<file path="src/rtl/stnl_pkg.sv">
`timescale 1ns / 1ps
`default_nettype none
// ----------------------------------------------------------------------------
// stnl_pkg
// Shared types, fixed-point constants and the CORDIC arctangent table.
// ----------------------------------------------------------------------------
package stnl_pkg;

  // Input kinds carried in tuser
  localparam logic FUNC_LOAD  = 1'b0;
  localparam logic FUNC_QUERY = 1'b1;

  // Configuration register indexes
  localparam logic [2:0] CFG_WHEELBASE = 3'd0;
  localparam logic [2:0] CFG_GAIN      = 3'd1;
  localparam logic [2:0] CFG_SOFTENING = 3'd2;
  localparam logic [2:0] CFG_LIMIT     = 3'd3;
  localparam logic [2:0] CFG_POINTS    = 3'd4;

  // Angles and gains
  localparam logic signed [17:0] PI_Q12      = 18'sd12868;
  localparam logic signed [17:0] TWO_PI_Q12  = 18'sd25736;
  localparam logic signed [33:0] PI_Q29      = 34'sd1686629713;
  localparam logic signed [33:0] HALF_PI_Q29 = 34'sd843314857;
  localparam logic signed [55:0] GAIN_Q30    = 56'sd652032874;

  // Command from controller to datapath
  typedef struct packed {
    logic capture;
    logic load_write;
    logic cordic_start;
    logic cordic_vec;
    logic ang_head;
    logic front_x;
    logic front_y;
    logic scan_start;
    logic scan_issue;
    logic read_best;
    logic head_setup;
    logic round_sc;
    logic prod;
    logic cte;
    logic num;
    logic emit;
  } cmd_t;

  // Status from datapath to controller
  typedef struct packed {
    logic cordic_done;
    logic issue_last;
    logic pipe_empty;
    logic out_free;
  } sts_t;

  // atan(2^-i) in Q29
  function automatic logic signed [33:0] atan_q29(input logic [4:0] i);
    logic signed [33:0] r;
    r = '0;
    case (i)
      5'd0:  r = 34'sd421657428;
      5'd1:  r = 34'sd248918915;
      5'd2:  r = 34'sd131521918;
      5'd3:  r = 34'sd66762579;
      5'd4:  r = 34'sd33510843;
      5'd5:  r = 34'sd16771755;
      5'd6:  r = 34'sd8387925;
      5'd7:  r = 34'sd4194219;
      5'd8:  r = 34'sd2097141;
      5'd9:  r = 34'sd1048575;
      5'd10: r = 34'sd524288;
      5'd11: r = 34'sd262144;
      5'd12: r = 34'sd131072;
      5'd13: r = 34'sd65536;
      5'd14: r = 34'sd32768;
      5'd15: r = 34'sd16384;
      5'd16: r = 34'sd8192;
      5'd17: r = 34'sd4096;
      5'd18: r = 34'sd2048;
      5'd19: r = 34'sd1024;
      5'd20: r = 34'sd512;
      5'd21: r = 34'sd256;
      5'd22: r = 34'sd128;
      5'd23: r = 34'sd64;
      default: r = '0;
    endcase
    return r;
  endfunction

endpackage
`default_nettype wire

</file>
<file path="src/rtl/stnl_ctrl.sv">
`timescale 1ns / 1ps
`default_nettype none
// ----------------------------------------------------------------------------
// stnl_ctrl
// Sequencer for load and query beats.
// ----------------------------------------------------------------------------
module stnl_ctrl (
  input  wire logic           clk,
  input  wire logic           rst,
  input  wire logic           in_valid,
  input  wire logic           func,
  input  wire stnl_pkg::sts_t sts,
  output stnl_pkg::cmd_t      cmd,
  output logic                in_ready
);
  import stnl_pkg::*;

  localparam logic [4:0] ST_IDLE  = 5'd0;
  localparam logic [4:0] ST_YAW   = 5'd1;
  localparam logic [4:0] ST_YAWW  = 5'd2;
  localparam logic [4:0] ST_FX    = 5'd3;
  localparam logic [4:0] ST_FY    = 5'd4;
  localparam logic [4:0] ST_SCAN  = 5'd5;
  localparam logic [4:0] ST_DRAIN = 5'd6;
  localparam logic [4:0] ST_RD    = 5'd7;
  localparam logic [4:0] ST_HS    = 5'd8;
  localparam logic [4:0] ST_HWAIT = 5'd9;
  localparam logic [4:0] ST_RND   = 5'd10;
  localparam logic [4:0] ST_PROD  = 5'd11;
  localparam logic [4:0] ST_CTE   = 5'd12;
  localparam logic [4:0] ST_NUM   = 5'd13;
  localparam logic [4:0] ST_ATAN  = 5'd14;
  localparam logic [4:0] ST_AWAIT = 5'd15;
  localparam logic [4:0] ST_FIN   = 5'd16;

  logic [4:0] state, state_next;

  assign in_ready = (state == ST_IDLE);

  always_ff @(posedge clk) begin
    if (rst) state <= ST_IDLE;
    else     state <= state_next;
  end

  always_comb begin
    cmd        = '0;
    state_next = state;
    unique case (state)
      ST_IDLE: begin
        if (in_valid) begin
          if (func == FUNC_QUERY) begin
            cmd.capture = 1'b1;
            state_next  = ST_YAW;
          end else begin
            cmd.load_write = 1'b1;
          end
        end
      end
      ST_YAW: begin
        cmd.cordic_start = 1'b1;
        state_next       = ST_YAWW;
      end
      ST_YAWW: if (sts.cordic_done) state_next = ST_FX;
      ST_FX: begin
        cmd.front_x = 1'b1;
        state_next  = ST_FY;
      end
      ST_FY: begin
        cmd.front_y    = 1'b1;
        cmd.scan_start = 1'b1;
        state_next     = ST_SCAN;
      end
      ST_SCAN: begin
        cmd.scan_issue = 1'b1;
        if (sts.issue_last) state_next = ST_DRAIN;
      end
      ST_DRAIN: if (sts.pipe_empty) state_next = ST_RD;
      ST_RD: begin
        cmd.read_best = 1'b1;
        state_next    = ST_HS;
      end
      ST_HS: begin
        cmd.head_setup   = 1'b1;
        cmd.cordic_start = 1'b1;
        cmd.ang_head     = 1'b1;
        state_next       = ST_HWAIT;
      end
      ST_HWAIT: if (sts.cordic_done) state_next = ST_RND;
      ST_RND: begin
        cmd.round_sc = 1'b1;
        state_next   = ST_PROD;
      end
      ST_PROD: begin
        cmd.prod   = 1'b1;
        state_next = ST_CTE;
      end
      ST_CTE: begin
        cmd.cte    = 1'b1;
        state_next = ST_NUM;
      end
      ST_NUM: begin
        cmd.num    = 1'b1;
        state_next = ST_ATAN;
      end
      ST_ATAN: begin
        cmd.cordic_start = 1'b1;
        cmd.cordic_vec   = 1'b1;
        state_next       = ST_AWAIT;
      end
      ST_AWAIT: if (sts.cordic_done) state_next = ST_FIN;
      ST_FIN: begin
        if (sts.out_free) begin
          cmd.emit   = 1'b1;
          state_next = ST_IDLE;
        end
      end
      default: state_next = ST_IDLE;
    endcase
  end

endmodule
`default_nettype wire

</file>
<file path="config.mk">
export PLATFORM = sky130hd
export DESIGN_NAME = stnl_ctrl
export DESIGN_NICKNAME = d
export VERILOG_FILES = /design/src/rtl/stnl_pkg.sv /design/src/rtl/stnl_ctrl.sv
export SDC_FILE = /design/constraint.sdc
export NUM_CORES = 1
export LEC_CHECK = 0
export ABC_AREA = 1
export BUFFER_PORTS_ARGS = -buffer_cell sky130_fd_sc_hd__buf_2
export CAP_MARGIN = 25
export CORE_AREA = 4 4 41 43
export CTS_CLUSTER_DIAMETER = 120
export CTS_CLUSTER_SIZE = 20
export DETAILED_ROUTE_END_ITERATION = 6
export DIE_AREA = 0 0 45 47
export MAX_ROUTING_LAYER = met4
export PLACE_DENSITY = 0.71
export RECOVER_POWER = 25
export SKIP_CTS_REPAIR_TIMING = 1
export SLEW_MARGIN = 25
export SYNTH_ARGS = -nofsm -noshare
export SYNTH_HDL_FRONTEND = slang
export SYNTH_SLANG_ARGS = --single-unit
</file>
<file path="constraint.sdc">
create_clock -name clk -period 3.09 [get_ports clk]
set_clock_uncertainty 0.2 [all_clocks]
set_input_delay 0.618 -clock clk [delete_from_list [all_inputs] [get_ports clk]]
set_output_delay 0.618 -clock clk [all_outputs]
set_load 0.05 [all_outputs]
</file>
Yosys cells after proc, flatten, opt, wreduce, memory -nomap -nowiden. Cells that the tools add are included.

Output and inout port bits: 17. Logic and storage cells: 54. Register bits: 5. Bits of input ports: 8.

Eq/ne operators: 24. Reductions and logical operators: 3. Muxes and demuxes: 26.

Operator list (number): one-hot mux 5 bit (17 select lines) (1); == test 5 x 4 -> 1 bit (second input constant) (8); two-way mux 5 bit (8); == test 5 x 3 -> 1 bit (second input constant) (4); != test 2 bit (second input constant) (8); two-way mux 1 bit (14); == test 5 x 2 -> 1 bit (second input constant) (2); AND reduction 8 bit (1); two-way mux 2 bit (3); == test 5 x 1 -> 1 bit (second input constant) (1); == test 5 bit (second input constant) (1); zero test 5 bit (1); OR reduction 3 bit (1).

Logic depth before layout (Yosys ltp). Gate-level depths: netlist (run 1).

Depth after elaboration: 3. Depth in mapped cells: 9. Mapped depth without buffers: 9.

Least setup slack after synthesis (run 1). Ideal clock, no wire load.

Kind: register to output. Start: reg state[0]. End: out cmd[14] (netlist name). Data arrival time: 2.196 ns. Setup slack: 0.076 ns. Buffers on the path: 1. Required time: 2.272 ns. Cell stages (with the launch flop): 9. Cell sequence: dfxtp_1 buf_4 inv_1 nand2_1 nor2_1 inv_1 nor2_1 nand2_1 nor2_1.

RTL lines: start: declaration (RTL line stnl_ctrl.sv:36) `logic [4:0] state, state_next;`; start signal: assignment (RTL line stnl_ctrl.sv:42) `else state <= state_next;`; end: declaration (RTL line stnl_ctrl.sv:13) `output stnl_pkg::cmd_t cmd,`.

==> results.yml, run 1 <==
status:
  status: "completed"
critical_path:
  reg2reg_depth: 8
  path_cells: "nand2_1 -> nor2_1 -> inv_1 -> nor2_1 -> buf_2"
  cp-start-kind: "flop"
  crit_path_top_delay_cell: "dfxtp_1"
  max_stage_delay_ns: 0.49
  worst_path_most_repeated_cell: "nor2_1"
  cp_max_fo: 9
  criticalPathCategory: "reg2out"
  worstPathRequired_ns: 2.27
  cp-end-kind: "output pin"
  arrival_ns: 1.61
synth:
  synth_cell_types: 21
  ys_ff_latch: 5
  synth_edf_count: 0
  ys_seq_area_share_pct: 18.4
  syn-cell-area_um2: 544
  synth_cells: 90
  synthArstFlopShare_pct: 0
  synth.area.top_cells: "dfxtp_1, nor2_1, inv_1, nand2_1, nand4_1"
  synth_area_per_cell_um2: 6.05
  synth_top_cell_area_share_pct: 18.4
  yosysTopAreaCell: "dfxtp_1"
  synth_nets: 98
  synth-main-ff-cell: "dfxtp_1"
  ys_warn_count: 0
global_route:
  overflow: 0
  grt_first_pass_wirelength_mm: 2.34
  antenna_found_initial: 0
  grt_pass1_vias: 552
  gr-usage-all-layers_pct: 15.3
  grt_max_degree: 10
power_and_ir_drop:
  ir_worst_vdd_mv: 0.327
  p_leak_uw: 0.000378
  powerDensity_nw_per_um2: 708
timing:
  rsz0062_at_grt: "false"
  tightest_slew_ns: 0.310
  timing.final.max_slew_violations: 0
  period_share_pct: 78.6
  relSlewSlack_pct: 79.3
  setup_ws_ns: 0.662
  finalSetupTns_ns: 0
  max_freq_mhz: 412
  setup_viol: 0
  period_minus_slack_ns: 2.43
  hold_violations: 0
run:
  max-cap-violations: 0
floorplanning:
  die-area_um2: 2120
  start_util_pct: 41.8
  core_area_um2: 1300
  num_rows: 13
  die_h_um: 47
  io_pins: 25
  die_w_um: 45
clock_network:
  cts_sinks: 5
  path_clk_slew_ns: 0.05
  htreeDepth: 1
  cts_buffers: 3
  root_buffer: "clkbuf_4"
  cts_tree: "done"
  max-clock-path-buffers: 2
  clk_latency_ns: 0.25
routing:
  routed_via_density: 5.01
  drtAntennaViolNets: 0
  vias: 651
  first_iter_violations: 19
  routed_wl_mm: 1.38
  drtPass1Iterations: 4
  avgRoutedWirePerCell_um: 10.6
  drc_errors: 0
place:
  globalplace.congestion: 0.841
  io_buffers: 24
  hpwl_mm: 1.15
  place_ws_ns: 0.956
finish:
  syn2layout_area_growth_pct: 21.6
  fill_cells: 144
  drive_gt1_share_pct: 32.2
  final_cell_mix: "buf_2, nand2_1, nor2_1"
  largest_reg_flops: 5
  final_common_cell: "buf_2"
  insertedDiodeCount: 0
  top_regs: "state: 5 flops"
  final_nets: 124
  top_register: "state"
hold_path:
  min_path_type: "reg2reg"
  hold_depth: 2
-- power by group --
group | internal (uW) | total (uW) | switching, uW
registers | 76.3 | 99.8 | 23.5
clock network | 49.0 | 78.7 | 29.7
logic | 73.2 | 290 | 217
total | 199 | 468 | 270
-- logic make-up after synthesis --
logic type             count (synthesis)  share of synthesized area, %
and+or+nand+nor                       60                          60.2
DFF                                    5                          18.4
buffers and inverters                 19                          15.2
AOI/OAI and AO/OA                      6                          6.21
-- worst max-delay path, delay by kind of cell, from the launching register on --
family / cells / cell delay (ns)
buf+inv: 2 / 0.36
flops: 1 / 0.49
simple gates: 3 / 0.51
-- area by class of cell --
cell class | count | area [um2] | share of cell area, %
inverters | 16 | 60.1 | 9.07
clock buffers | 4 | 26.3 | 3.97
flip-flops and latches | 5 | 100 | 15.1
repair buffers | 24 | 120 | 18.1
multi-input cells | 66 | 337 | 50.9
well taps | 15 | 18.8 | 2.84
-- metal layers --
metal,global-route usage [%],vias up,routed length (um)
met5,-,-,0
met4,5.26,0,0
met3,3.45,0,79
met2,21.8,26,655
met1,21.1,289,647
li1,-,336,-
-- cells in the mapped netlist, types with 2 or more instances --
| library cell | count |
|---|---|
| a21oi_1 | 4 |
| dfxtp_1 | 5 |
| nor2_1 | 17 |
| inv_1 | 15 |
| nand2_4 | 2 |
| nand3_1 | 7 |
| nor2_2 | 2 |
| buf_4 | 3 |
| nand4_1 | 6 |
| nand2_2 | 4 |
| nand2_1 | 15 |
-- worst paths after layout --
path / start / end / slack [ns]
setup reg to reg: state[0] / state[3] / 1.17
hold / removal: state[1] / state[1] / 0.35
hold reg to reg: state[1] / state[1] / 0.35
setup / recovery: state[0] / cmd[3] / 0.66
-- through the flow --
stage / util [%] / hold slack, ns / total power (uW) / cell area [um2] / instances
2_1_floorplan: - / 0.284 / 351 / 544 / 90
3_3_place_gp: 50.8 / 0.333 / 396 / 661 / 126
3_5_place_dp: 50.8 / 0.343 / 402 / 661 / 126
4_1_cts: 52.8 / 0.350 / 480 / 687 / 130
5_1_grt: 50.9 / 0.363 / 508 / 662 / 130
6_report: 50.9 / 0.345 / 468 / 662 / 130
No activity file was read; power rests on OpenSTA's default activity.
==> run 2, diff against run 1 <==
==> constraint.sdc (replaced) <==
create_clock -name clk -period 2.5 [get_ports clk]
set_clock_uncertainty 0.2 [all_clocks]
set_input_delay 0.5 -clock clk [delete_from_list [all_inputs] [get_ports clk]]
set_output_delay 0.5 -clock clk [all_outputs]
set_load 0.05 [all_outputs]
==> run 2 against run 1 <==
  * Count of clock-buffer cells in the layout did not move
  * Clock power is 17% higher
  * Sequential share of layout area down 0.39 points
  * Worst setup slack lost 0.51 ns
  * Combinational power grew 29%
  * Sequential cell count unchanged
  * First-iteration DRC count shrank 5.3%
  * Non-clock buffer count stayed put
  * Register-to-register slack worse by 0.62 ns
  * Worst hold slack lost 0.069 ns
  * Cell count unchanged
  * Largest power group unchanged
==> results.yml, run 2 (synthesis results as in run 1) <==
finish:
  fill_cells: 162
  drive_gt1_share_pct: 36.5
  top_register: "state"
  final_cell_mix: "buf_2, nand2_1, inv_1, nor2_1, nand3_1"
  final_nets: 124
  top_regs: "state: 5 flops"
  largest_reg_flops: 5
  syn2layout_area_growth_pct: 24.8
  final_common_cell: "buf_2"
  finish.utilization_pct: 52.2
  insertedDiodeCount: 0
floorplanning:
  num_rows: 13
  die_w_um: 45
  io_pins: 25
  die-area_um2: 2120
  die_h_um: 47
  start_util_pct: 41.8
  core_area_um2: 1300
timing:
  hold_violations: 0
  relSlewSlack_pct: 77.4
  period_minus_slack_ns: 2.35
  max_freq_mhz: 425
  finalSetupTns_ns: 0
  period_share_pct: 94.1
  timing.final.max_slew_violations: 0
  setup_viol: 0
  tightest_slew_ns: 0.339
  rsz0062_at_grt: "false"
routing:
  wl_met2_um: 654
  met3_length_um: 191
  drtAntennaViolNets: 0
  routed_wl_mm: 1.38
  avgRoutedWirePerCell_um: 10.6
  first_iter_violations: 18
  vias: 645
  met1Wirelength_um: 530
  maxUsedRoutingLayer: "met3"
  drtPass1Iterations: 4
  drc_errors: 0
  routed_via_density: 4.96
hold_path:
  min_path_type: "in2reg"
clock_network:
  path_clk_slew_ns: 0.04
  cts_sinks: 5
  max-clock-path-buffers: 2
  cts_buffers: 3
  cts_tree: "done"
  htreeDepth: 1
  root_buffer: "clkbuf_4"
  clk_latency_ns: 0.24
global_route:
  gr-usage-all-layers_pct: 14.4
  grt_max_degree: 10
  grt_pass1_vias: 566
  antenna_found_initial: 0
  grt_first_pass_wirelength_mm: 2.21
  overflow: 0
critical_path:
  worst_path_most_repeated_cell: "nor2_1"
  cp-start-kind: "flop"
  path_cells: "nand2_1 -> nor2_1 -> inv_1 -> nor2_1 -> buf_2"
  cp-end-kind: "output pin"
  worstPathRequired_ns: 1.80
  cp_max_fo: 9
  max_stage_delay_ns: 0.51
  arrival_ns: 1.65
  path_delay_family: "simple AND/OR/NAND/NOR gates"
  criticalPathCategory: "reg2out"
  crit_path_top_delay_cell: "dfxtp_1"
  cp.buffers_inverters: 2
power_and_ir_drop:
  p_leak_uw: 0.000380
  p_total_uw: 591
  ir_worst_vdd_mv: 0.385
  powerDensity_nw_per_um2: 870
place:
  globalplace.congestion: 0.866
  io_buffers: 24
  hpwl_mm: 1.16
run:
  max-cap-violations: 0
status:
  status: "completed"
## run 2: power breakdown
group          switching, uW  internal [uW]
Combinational            278           94.4
Clock                   31.7           60.2
Sequential              31.9           94.5
## run 2: area by class of cell
class | instances | area [um2] | share of cell area, %
repair buffers | 24 | 120 | 17.7
flip-flops and latches | 5 | 100 | 14.7
well taps | 15 | 18.8 | 2.76
clock buffers | 4 | 26.3 | 3.87
inverters | 16 | 60.1 | 8.84
multi-input cells | 66 | 354 | 52.1
## run 2: path summary, 6_finish.rpt
check | endpoint | slack, ns | cells past startpoint | from
hold / removal | state[3] | 0.28 | 2 | rst
hold reg to reg | state[2] | 0.33 | 2 | state[2]
setup reg to reg | state[3] | 0.55 | 8 | state[0]
setup / recovery | cmd[10] | 0.15 | 5 | state[0]
## run 2: worst register-to-register path, cell delays in order, from the launching register on
cell	delay, ns
dfxtp_1	0.51
nand2_1	0.16
nor2_1	0.27
nand2_1	0.10
nand3_1	0.11
nand2_1	0.15
nand2_1	0.17
nand2_1	0.08
a21oi_2	0.13
## run 2: per-stage QoR
| step | setup WS [ns] | hold slack, ns | instances | instance area [um2] |
|---|---|---|---|---|
| 2_1_floorplan | -0.235 | 0.284 | 90 | 562 |
| 3_5_place_dp | 0.396 | 0.314 | 126 | 678 |
| 4_1_cts | 0.135 | 0.269 | 130 | 704 |
| 3_3_place_gp | 0.426 | 0.314 | 126 | 678 |
| 6_report | 0.147 | 0.277 | 130 | 679 |
| 5_1_grt | 0.0182 | 0.293 | 130 | 679 |
## run 2: metal layers
metal | GRT usage, % | vias up
li1 | - | 335
met1 | 17.5 | 270
met2 | 23.2 | 40
met3 | 1.92 | 0
met4 | 7.02 | 0
met5 | - | -
